$ cat config.mk
export PLATFORM = sky130hd
export DESIGN_NAME = swerve_module_kinematics_core
export DESIGN_NICKNAME = d
export VERILOG_FILES = /design/src/rtl/smk_pkg.sv /design/src/rtl/smk_cordic.sv /design/src/rtl/smk_divider.sv /design/src/rtl/swerve_module_kinematics_core.sv
export SDC_FILE = /design/constraint.sdc
export NUM_CORES = 2
export LEC_CHECK = 0
export BUFFER_PORTS_ARGS = -buffer_cell sky130_fd_sc_hd__buf_2
export CAP_MARGIN = 20
export CORE_MARGIN = 4
export CORE_UTILIZATION = 65
export CTS_CLUSTER_DIAMETER = 40
export CTS_CLUSTER_SIZE = 12
export DETAILED_ROUTE_END_ITERATION = 8
export PLACE_DENSITY = 0.85
export SYNTH_ARGS = -nofsm -noshare
export SYNTH_HDL_FRONTEND = slang
export SYNTH_SLANG_ARGS = --single-unit
$ cat constraint.sdc
create_clock -name clk -period 31.4 [get_ports clk]
set_input_delay 4.71 -clock clk [delete_from_list [all_inputs] [get_ports clk]]
set_output_delay 4.71 -clock clk [all_outputs]
set_load 0.005 [all_outputs]
$ cat src/rtl/smk_pkg.sv
// ----------------------------------------------------------------------------
// smk_pkg
// shared types, constants and the arctangent table for the swerve kinematics
// ----------------------------------------------------------------------------
package smk_pkg;

  localparam int TABLE_LEN = 24;
  localparam int DW        = 36;   // cordic datapath width
  localparam int ZW        = 33;   // angle accumulator width
  localparam logic signed [31:0] INV_GAIN_Q30   = 32'sd652032874;
  localparam logic signed [31:0] HALF_SQRT2_Q30 = 32'sd759250125;

  typedef enum logic [1:0] {
    REG_CHASSIS = 2'd0,
    REG_WHEEL   = 2'd1,
    REG_MINSPD  = 2'd2
  } reg_idx_t;

  typedef enum logic [3:0] {
    ST_IDLE,
    ST_ROT,
    ST_ROTFIX,
    ST_SPIN,
    ST_VEC,
    ST_VECFIX,
    ST_HEAD,
    ST_DIV,
    ST_NEXT,
    ST_OUT
  } state_t;

  typedef struct packed {
    logic start;
    logic vec_mode;
  } cordic_ctl_t;

  function automatic logic [31:0] atan_turn(input logic [4:0] i);
    case (i)
      5'd0:  atan_turn = 32'd536870912;
      5'd1:  atan_turn = 32'd316933406;
      5'd2:  atan_turn = 32'd167458907;
      5'd3:  atan_turn = 32'd85004756;
      5'd4:  atan_turn = 32'd42667331;
      5'd5:  atan_turn = 32'd21354465;
      5'd6:  atan_turn = 32'd10679838;
      5'd7:  atan_turn = 32'd5340245;
      5'd8:  atan_turn = 32'd2670163;
      5'd9:  atan_turn = 32'd1335087;
      5'd10: atan_turn = 32'd667544;
      5'd11: atan_turn = 32'd333772;
      5'd12: atan_turn = 32'd166886;
      5'd13: atan_turn = 32'd83443;
      5'd14: atan_turn = 32'd41722;
      5'd15: atan_turn = 32'd20861;
      5'd16: atan_turn = 32'd10430;
      5'd17: atan_turn = 32'd5215;
      5'd18: atan_turn = 32'd2608;
      5'd19: atan_turn = 32'd1304;
      5'd20: atan_turn = 32'd652;
      5'd21: atan_turn = 32'd326;
      5'd22: atan_turn = 32'd163;
      5'd23: atan_turn = 32'd81;
      default: atan_turn = 32'd0;
    endcase
  endfunction

endpackage

$ cat src/rtl/smk_cordic.sv
// ----------------------------------------------------------------------------
// smk_cordic
// one cordic micro-rotation per cycle, rotation or vectoring mode
// ----------------------------------------------------------------------------
module smk_cordic import smk_pkg::*; #(
  parameter int ITER = 16
) (
  input  logic                 clk,
  input  logic                 rst,
  input  cordic_ctl_t          ctl,
  input  logic signed [DW-1:0] x_in,
  input  logic signed [DW-1:0] y_in,
  input  logic signed [ZW-1:0] z_in,
  output logic signed [DW-1:0] x_out,
  output logic signed [DW-1:0] y_out,
  output logic signed [ZW-1:0] z_out,
  output logic                 done
);

  localparam int N = (ITER > TABLE_LEN) ? TABLE_LEN : ITER;

  logic signed [DW-1:0] x, y;
  logic signed [ZW-1:0] z;
  logic [4:0] i;
  logic       busy;
  logic       mode;
  logic       dir;
  logic signed [DW-1:0] dx, dy;
  logic signed [ZW-1:0] at;

  assign dx  = y >>> i;
  assign dy  = x >>> i;
  assign at  = ZW'(signed'({1'b0, atan_turn(i)}));
  assign dir = mode ? (y >= 0) : (z >= 0);

  always_ff @(posedge clk) begin
    if (rst) begin
      busy <= 1'b0;
      done <= 1'b0;
      i    <= '0;
    end else begin
      done <= 1'b0;
      if (ctl.start) begin
        x    <= x_in;
        y    <= y_in;
        z    <= z_in;
        mode <= ctl.vec_mode;
        i    <= '0;
        busy <= 1'b1;
      end else if (busy) begin
        if (dir) begin
          x <= x - (mode ? -dx : dx);
          y <= y + (mode ? -dy : dy);
          z <= z - (mode ? -at : at);
        end else begin
          x <= x + (mode ? -dx : dx);
          y <= y - (mode ? -dy : dy);
          z <= z + (mode ? -at : at);
        end
        if (i == 5'(N - 1)) begin
          busy <= 1'b0;
          done <= 1'b1;
        end
        i <= i + 5'd1;
      end
    end
  end

  assign x_out = x;
  assign y_out = y;
  assign z_out = z;

endmodule

$ cat src/rtl/smk_divider.sv
// ----------------------------------------------------------------------------
// smk_divider
// restoring divider, one quotient bit per cycle, rounds half away from zero
// ----------------------------------------------------------------------------
module smk_divider import smk_pkg::*; (
  input  logic        clk,
  input  logic        rst,
  input  logic        start,
  input  logic [35:0] num,
  input  logic [9:0]  den,
  output logic [35:0] quo,
  output logic        done
);

  logic [35:0] q;
  logic [10:0] rem;
  logic [5:0]  cnt;
  logic        busy;
  logic [10:0] trial;

  assign trial = {rem[9:0], q[35]};

  always_ff @(posedge clk) begin
    if (rst) begin
      busy <= 1'b0;
      done <= 1'b0;
      cnt  <= '0;
    end else begin
      done <= 1'b0;
      if (start) begin
        q    <= num + 36'(den[9:1]);
        rem  <= '0;
        cnt  <= '0;
        busy <= 1'b1;
      end else if (busy) begin
        if (trial >= {1'b0, den}) begin
          rem <= trial - {1'b0, den};
          q   <= {q[34:0], 1'b1};
        end else begin
          rem <= trial;
          q   <= {q[34:0], 1'b0};
        end
        if (cnt == 6'd35) begin
          busy <= 1'b0;
          done <= 1'b1;
        end
        cnt <= cnt + 6'd1;
      end
    end
  end

  assign quo = q;

endmodule

$ cat src/rtl/swerve_module_kinematics_core.sv
// ----------------------------------------------------------------------------
// swerve_module_kinematics_core
// two-module swerve drive kinematics with a shared cordic and divider
// ----------------------------------------------------------------------------
// usage:
//   input channel (in_valid/in_ready) takes the velocity command, spin rate,
//   turret yaw and both measured steering angles once per control tick
//   output channel (out_valid/out_ready) returns both steering targets and
//   both wheel rates, one item per input item
//   cfg channel (cfg_valid/cfg_ready, cfg_index, cfg_data) writes chassis
//   radius, wheel radius and minimum speed; always ready
// sequence: one shared cordic runs three times (turret rotation, then each
//   module heading) and one bit-serial divider runs twice per item; in_ready
//   is low for the whole item, so a new item is taken only once the last
//   one has been loaded into the output register
// reset clears the stored headings, restores register defaults and empties
//   the output register; a stalled receiver holds the result in the output
//   register while the core works on the next item, which then waits in its
//   last step with in_ready low until the result is taken
// ----------------------------------------------------------------------------
module swerve_module_kinematics_core import smk_pkg::*; #(
  parameter int CORDIC_ITERATIONS = 16
) (
  input  logic               clk,
  input  logic               rst,
  input  logic               in_valid,
  output logic               in_ready,
  input  logic signed [15:0] vel_x_turret,
  input  logic signed [15:0] vel_y_turret,
  input  logic signed [15:0] spin_rate,
  input  logic [15:0]        turret_yaw,
  input  logic [15:0]        steer1_angle_meas,
  input  logic [15:0]        steer2_angle_meas,
  output logic               out_valid,
  input  logic               out_ready,
  output logic [15:0]        steer1_angle_cmd,
  output logic [15:0]        steer2_angle_cmd,
  output logic signed [15:0] wheel1_rate_cmd,
  output logic signed [15:0] wheel2_rate_cmd,
  input  logic               cfg_valid,
  output logic               cfg_ready,
  input  logic [1:0]         cfg_index,
  input  logic [15:0]        cfg_data
);

  // configuration registers
  logic [9:0] chassis_radius_mm;
  logic [7:0] wheel_radius_mm;
  logic [9:0] min_speed_mm_s;

  // heading state
  logic [15:0] steer1_heading;
  logic [15:0] steer2_heading;

  state_t state, state_next;

  // latched inputs and working values
  logic signed [15:0] spin;
  logic [15:0] meas1, meas2;
  logic signed [DW-1:0] xc, yc;      // body frame velocity, q8
  logic signed [DW-1:0] d;           // spin term
  logic signed [DW-1:0] mx, my;      // current module vector
  logic        mod_sel;              // 0 = module 1, 1 = module 2
  logic        vec_neg;              // vectoring half turn offset
  logic [15:0] ang;
  logic signed [DW-1:0] mag;
  logic        flip;
  logic [15:0] wheel1_rate;          // finished rates waiting for the output
  logic [15:0] wheel2_rate;
  logic        out_load;             // output register takes a new item

  // shared multiplier: 36 x 32 signed, registered
  logic signed [DW-1:0] mul_a;
  logic signed [31:0]   mul_b;
  logic signed [67:0]   mul_p;
  logic signed [67:0]   prod;

  // cordic
  cordic_ctl_t          cctl;
  logic signed [DW-1:0] c_xi, c_yi, c_xo, c_yo;
  logic signed [ZW-1:0] c_zi, c_zo;
  logic                 c_done;

  // divider
  logic        dv_start;
  logic [35:0] dv_num, dv_quo;
  logic        dv_done;
  logic [9:0]  dv_den;

  smk_cordic #(.ITER(CORDIC_ITERATIONS)) u_cordic (
    .clk, .rst, .ctl(cctl), .x_in(c_xi), .y_in(c_yi), .z_in(c_zi),
    .x_out(c_xo), .y_out(c_yo), .z_out(c_zo), .done(c_done)
  );

  smk_divider u_div (
    .clk, .rst, .start(dv_start), .num(dv_num), .den(dv_den),
    .quo(dv_quo), .done(dv_done)
  );

  assign in_ready  = (state == ST_IDLE);
  assign cfg_ready = 1'b1;
  assign out_load  = (state == ST_OUT) && (!out_valid || out_ready);

  // rotation-mode fold: quadrants 1 and 2 negate the vector, add half turn
  logic [31:0]          yaw_a;
  logic                 yaw_fold;
  logic signed [DW-1:0] x256, y256;
  assign x256     = DW'(vel_x_turret) <<< 8;
  assign y256     = DW'(vel_y_turret) <<< 8;
  assign yaw_fold = (turret_yaw[15:14] == 2'd1) || (turret_yaw[15:14] == 2'd2);
  assign yaw_a    = {turret_yaw, 16'd0} + (yaw_fold ? 32'h8000_0000 : 32'd0);

  // gain-corrected value from the registered product
  logic signed [DW-1:0] fixed;
  assign fixed = DW'((prod + 68'sd536870912) >>> 30);

  // module vector components
  logic signed [DW-1:0] vx, vy, ax, ay;
  logic signed [DW+1:0] thr;
  assign vx  = mod_sel ? (xc + d) : (xc - d);
  assign vy  = mod_sel ? (yc - d) : (yc + d);
  assign ax  = (vx < 0) ? -vx : vx;
  assign ay  = (vy < 0) ? -vy : vy;
  assign thr = (DW+2)'({min_speed_mm_s, 8'd0});

  // heading decision
  logic [15:0] vang, head_cur, head_new, diff;
  logic        upd, fl;
  assign vang     = 16'(((vec_neg ? 32'h8000_0000 : 32'd0) + 32'(c_zo) + 32'h8000) >> 16);
  assign head_cur = mod_sel ? steer2_heading : steer1_heading;
  assign upd      = ((DW+2)'(ax) > thr) || ((DW+2)'(ay) > thr);
  assign head_new = upd ? ang : head_cur;
  assign diff     = head_new - (mod_sel ? meas2 : meas1);
  assign fl       = (diff > 16'd16384) && (diff < 16'd49152);

  logic signed [DW-1:0] amag;
  logic signed [DW:0]   rate;
  logic [15:0]          rate_sat;
  assign amag = (mag < 0) ? -mag : mag;
  assign dv_num = 36'(amag);
  assign dv_den = {(wheel_radius_mm == 8'd0) ? 8'd1 : wheel_radius_mm, 2'b00};
  assign rate = ((mag < 0) != flip) ? -(DW+1)'(signed'({1'b0, dv_quo}))
                                    : (DW+1)'(signed'({1'b0, dv_quo}));
  always_comb begin
    if (rate > 37'sd32767)       rate_sat = 16'h7FFF;
    else if (rate < -37'sd32768) rate_sat = 16'h8000;
    else                         rate_sat = rate[15:0];
  end

  // sequencer
  logic [1:0] sub;   // small step counter within the fix, spin and vector states

  // multiplier operand select
  always_comb begin
    mul_a = c_xo;
    mul_b = INV_GAIN_Q30;
    case (state)
      ST_ROTFIX: mul_a = (sub == 2'd0) ? c_xo : c_yo;
      ST_SPIN:   begin
        // spin times radius first, then the 45 degree factor
        if (sub == 2'd0) begin
          mul_a = DW'(spin);
          mul_b = 32'(signed'({1'b0, chassis_radius_mm}));
        end else begin
          mul_a = DW'(prod);
          mul_b = HALF_SQRT2_Q30;
        end
      end
      default:   mul_a = c_xo;
    endcase
  end
  assign mul_p = 68'(mul_a) * 68'(mul_b);

  always_comb begin
    state_next = state;
    cctl       = '0;
    c_xi       = '0;
    c_yi       = '0;
    c_zi       = '0;
    dv_start   = 1'b0;
    case (state)
      ST_IDLE: if (in_valid && in_ready) begin
        cctl.start = 1'b1;
        c_xi = yaw_fold ? -x256 : x256;
        c_yi = yaw_fold ? -y256 : y256;
        c_zi = ZW'(signed'(yaw_a));
        state_next = ST_ROT;
      end
      ST_ROT:    if (c_done) state_next = ST_ROTFIX;
      ST_ROTFIX: if (sub == 2'd3) state_next = ST_SPIN;
      ST_SPIN:   if (sub == 2'd2) state_next = ST_VEC;
      ST_VEC: begin
        if (sub == 2'd0) begin
          cctl.start    = 1'b1;
          cctl.vec_mode = 1'b1;
          c_xi = (vx < 0) ? -vx : vx;
          c_yi = (vx < 0) ? -vy : vy;
        end else if (c_done) state_next = ST_VECFIX;
      end
      ST_VECFIX: if (sub == 2'd1) state_next = ST_HEAD;
      ST_HEAD: begin
        dv_start   = 1'b1;
        state_next = ST_DIV;
      end
      ST_DIV:  if (dv_done) state_next = ST_NEXT;
      ST_NEXT: state_next = mod_sel ? ST_OUT : ST_VEC;
      ST_OUT:  if (out_load) state_next = ST_IDLE;
      default: state_next = ST_IDLE;
    endcase
  end

  always_ff @(posedge clk) begin
    if (rst) begin
      state <= ST_IDLE;
    end else begin
      state <= state_next;
    end
  end

  always_ff @(posedge clk) begin
    prod <= mul_p;
    if (rst) begin
      chassis_radius_mm <= 10'd300;
      wheel_radius_mm   <= 8'd76;
      min_speed_mm_s    <= 10'd10;
      steer1_heading    <= '0;
      steer2_heading    <= '0;
      out_valid         <= 1'b0;
      sub               <= '0;
      mod_sel           <= 1'b0;
    end else begin
      if (cfg_valid && cfg_ready) begin
        case (cfg_index)
          REG_CHASSIS: chassis_radius_mm <= cfg_data[9:0];
          REG_WHEEL:   wheel_radius_mm   <= cfg_data[7:0];
          REG_MINSPD:  min_speed_mm_s    <= cfg_data[9:0];
          default:     ;
        endcase
      end
      if (out_load) out_valid <= 1'b1;
      else if (out_ready) out_valid <= 1'b0;
      case (state)
        ST_IDLE: if (in_valid && in_ready) begin
          spin    <= spin_rate;
          meas1   <= steer1_angle_meas;
          meas2   <= steer2_angle_meas;
          mod_sel <= 1'b0;
          sub     <= '0;
        end
        ST_ROTFIX: begin
          // sub 0: x product issued; 1: x ready, y issued; 2: y ready
          if (sub == 2'd1) xc <= fixed;
          if (sub == 2'd2) yc <= fixed;
          sub <= (sub == 2'd3) ? 2'd0 : sub + 2'd1;
        end
        ST_SPIN: begin
          if (sub == 2'd2) begin
            d   <= DW'((prod + 68'sd2147483648) >>> 32);
            sub <= 2'd0;
          end else sub <= sub + 2'd1;
        end
        ST_VEC: begin
          if (sub == 2'd0) begin
            vec_neg <= (vx < 0);
            sub     <= 2'd1;
          end else if (c_done) sub <= 2'd0;
        end
        ST_VECFIX: begin
          if (sub == 2'd0) begin
            ang <= vang;
            sub <= 2'd1;
          end else begin
            mag <= fixed;
            sub <= 2'd0;
          end
        end
        ST_HEAD: begin
          flip <= fl;
          if (mod_sel) steer2_heading <= fl ? head_new + 16'h8000 : head_new;
          else         steer1_heading <= fl ? head_new + 16'h8000 : head_new;
        end
        ST_NEXT: begin
          if (mod_sel) wheel2_rate <= rate_sat;
          else         wheel1_rate <= rate_sat;
          mod_sel <= 1'b1;
        end
        ST_OUT: begin
          if (out_load) begin
            steer1_angle_cmd <= steer1_heading;
            steer2_angle_cmd <= steer2_heading;
            wheel1_rate_cmd  <= wheel1_rate;
            wheel2_rate_cmd  <= wheel2_rate;
          end
        end
        default: ;
      endcase
    end
  end

endmodule

==> out/summary.log <==
[run_status] run status complete, no violations
[sta] measured slew at the worst slew-check pin 1.20 ns
[placed_design] estimated wirelength of the detail-placed design 205000 um
[critical_path] Setup crit start kind flop
[yosys] Netlist cell types 108
[critical_path] Worst R2R Start d[0]
[placed_design] port bufs 178
[layout] commonest non-fill, non-tap cell in the layout sky130_fd_sc_hd__inv_1
[layout] layout overhead on the synthesized area 7.61%
[sta] Layout Skew 0.0885 ns
[global_routing] M3 GR Usage 10.8%
[global_routing] global-route track usage on met2 61.6%
[sta] share of the clock period used by the worst path 41.3%
[global_routing] global router's overall resource usage 39.2%
[critical_path] critical path endpoint category flop
[layout] net count reported at finish 10500
[clock_tree] maximum root-to-sink buffer count 3
[yosys] per-instance average area after synthesis 9.22 sq um
[routing] routed via count 68500
[routing] Via-to-Cell Ratio 6.44
[critical_path] start-to-end type of the worst setup path flop to flop
[clock_tree] TritonCTS clock tree yes
[yosys] number of synthesized flops with an enable pin 458
[layout] fill cell count 9108
[sta] highest clock rate 77.1 MHz
[yosys] post-synth net total 10500
[die] Core Box Area 124000 sq um
[global_routing] met1 GRT Util 48.9%
[die] I/O Pins 186
[clock_tree] number of hold buffers added after cts 0
[yosys] share of synthesized area occupied by flip-flops and latches 21.2%
[critical_path] Setup crit start d[0]
[sta] RSZ-0062 raised after global routing false
[global_routing] initial antenna violation count 19
[sta] final-report max-slew violation count 0
[yosys] Syn Std Cell Area 81800 sq um
[yosys] post-synthesis sequential element count 638
[yosys] number of cells produced by synthesis 8872
[clock_tree] clock transition at the register clock pins on the worst setup and hold paths after CTS 0.06 ns
[clock_tree] cell chosen for the clock root sky130_fd_sc_hd__clkbuf_16
[clock_tree] number of H-tree levels 3
[critical_path] largest fanout of any net on the critical path 42
[min_path] min-delay worst type flop to flop
[routing] drc violations 0
[routing] post-route ant nets 0
[sta] worst-case headroom to the max-slew limit 19.4%
[global_routing] first-pass GRT wire length 397000 um
[clock_tree] latest clock arrival within the worst-skew pair 0.76 ns
[critical_path] worst path arrival time 13.44 ns
[global_routing] pin count of the biggest net entering global routing 86
[critical_path] Critical Path Slowest Stage Cell sky130_fd_sc_hd__a21oi_1
[min_path] critical hold path startpoint wheel1_rate[3]
[routing] first drt pass iteration count 7
[global_routing] layer with the highest usage met2
[sta] total setup violations reported at the end of the flow 0
[sta] minimum clock period after layout 12.97 ns
[die] effective utilization at floorplan 65.8%
[critical_path] setup slack on the worst flop-to-flop path 18.43 ns
[yosys] Yosys warning total 0
[yosys] Top FF cell, synth sky130_fd_sc_hd__edfxtp_1
[layout] leading cell types in the layout, fill and taps excluded 1179 x sky130_fd_sc_hd__inv_1, 940 x sky130_fd_sc_hd__fa_1, 915 x sky130_fd_sc_hd__nand2_1
[global_routing] global-route congestion overflow total 0
[sta] Final Hold Viols 0
[routing] post-detailed-route wirelength per cell 24.3 um
[clock_tree] number of sinks on the clock net 638
[clock_tree] number of gates resized after cts 0
[layout] fraction of layout cells with a size suffix above 1 7.88%
[clock_tree] buffers inserted by post-CTS timing repair 0
[yosys] fraction of registers with async set or reset after synthesis 0%
[run] max-cap violations 0
[placed_design] routability congestion estimate 1.05
[die] Horiz. Die Dim 363 um
[routing] count of routing violations after the opening detailed-route iteration 8005
[die] die area 132000 sq um
[die] height of the die 363 um
[critical_path] endpoint required time on the critical path 31.86 ns
[sta] Total Negative Setup Slacks 0 ns
[clock_tree] number of buffers created by CTS 107
[global_routing] via count of the first global-routing pass 69000
[die] floorplan row count 129
[critical_path] slowest cell delay on critical path 0.64 ns
[routing] Total Wirelength 259000 um
through the flow:
| stage | setup slack (ns) | instances | utilization, % | hold WS (ns) | instance area [sq um] |
|---|---|---|---|---|---|
| finish | 18.43 | 10600 | 70.8 | 0.414 | 88000 |
| global route | 17.52 | 10600 | 70.8 | 0.426 | 88000 |
| CTS | 18.85 | 10600 | 70.7 | 0.415 | 87900 |
| detailed placement | 18.96 | 10400 | 67.7 | 0.405 | 84200 |
| global placement | 19.05 | 10400 | 67.7 | 0.402 | 84100 |
| floorplan | 20.80 | 8872 | - | 0.400 | 81800 |
cell families (layout without fill, tap and decap cells):
logic type | after synthesis | count (layout) | synth area share [%]
compound gates | 1675 | 1675 | 13.1
xor+xnor | 727 | 727 | 7.81
fa+ha+maj | 1490 | 1490 | 31.4
buf+inv | 1552 | 1662 | 7.19
flops | 638 | 638 | 21.2
mux | 265 | 265 | 4.80
other cells | 1 | 24 | 0.00459
simple gates | 2524 | 2524 | 14.4
cell type report:
type	count	area, sq um	share of cell area (%)
Antenna cell	23	57.6	0.0654
Clock buffer	126	2820	3.20
Clock inverter	78	910	1.03
Inverter	1187	4460	5.06
Multi-Input combinational cell	6682	58700	66.7
Sequential cell	638	17400	19.7
Tap cell	1637	2050	2.33
Timing Repair Buffer	271	1650	1.87
metal layers:
layer / part of all wire (%) / up-vias
met4: 7.3 / 14
met3: 12 / 947
met1: 36 / 33300
met2: 45 / 4082
met5: 0.034 / -
li1: - / 30200
synth_stat cells (all sizes together), types with 20 or more instances:
library cell  instances  area share [%]
inv                1182             5.4
fa                  941              23
nand2               917             4.2
nor2                630             2.9
ha                  549             8.4
a21oi               468             2.9
edfxtp              458              17
o21ai               446             2.7
xnor2               387             4.2
xor2                339             3.6
clkbuf              303             1.4
dfxtp               180             4.4
nor3                154            0.96
nand3               143            0.88
and2                137             1.0
mux2i               129             1.6
a21o                113             1.0
mux4                 97             2.7
or3                  89            0.69
nand2b               87            0.67
and3                 79            0.60
a31oi                69            0.53
o21a                 66            0.61
o31ai                66            0.63
buf                  62            0.35
nor2b                54            0.41
nand4                52            0.40
a211oi               47            0.44
nor4                 47            0.40
mux2                 39            0.55
o21bai               39            0.36
o22ai                36            0.28
or4                  26            0.24
a22oi                25            0.23
nor3b                25            0.23
or2                  25            0.19
o32a                 24            0.29
o31a                 23            0.25
o211ai               22            0.21
o41ai                20            0.21
registers in the layout (all words and copies together), names as in the netlist, 30 cells and up:
signal and cells:
u_cordic.at 30, u_cordic.z_out 33, prod 67, u_div.quo 36, mag 36, d 36
yc 36, u_cordic.x_out 36, xc 36, u_cordic.y_out 36
critical path: cells and delay by family (launching register included):
family | cells | cell delay (ns)
and+or+nand+nor | 10 | 1.95
adders and majority gates | 5 | 1.68
xor gates and xnor gates | 2 | 0.63
buffers and inverters | 6 | 1.51
AOI/OAI and AO/OA | 25 | 6.36
DFF | 1 | 0.51
final timing paths:
path,to,cells past startpoint
min,wheel1_rate_cmd[3],0
min reg2reg,wheel1_rate_cmd[3],0
max,flip,48
max reg2reg,flip,48
Power is not shown: default switching activity piles up to over one toggle a cycle in this logic, so the estimate is an artifact.
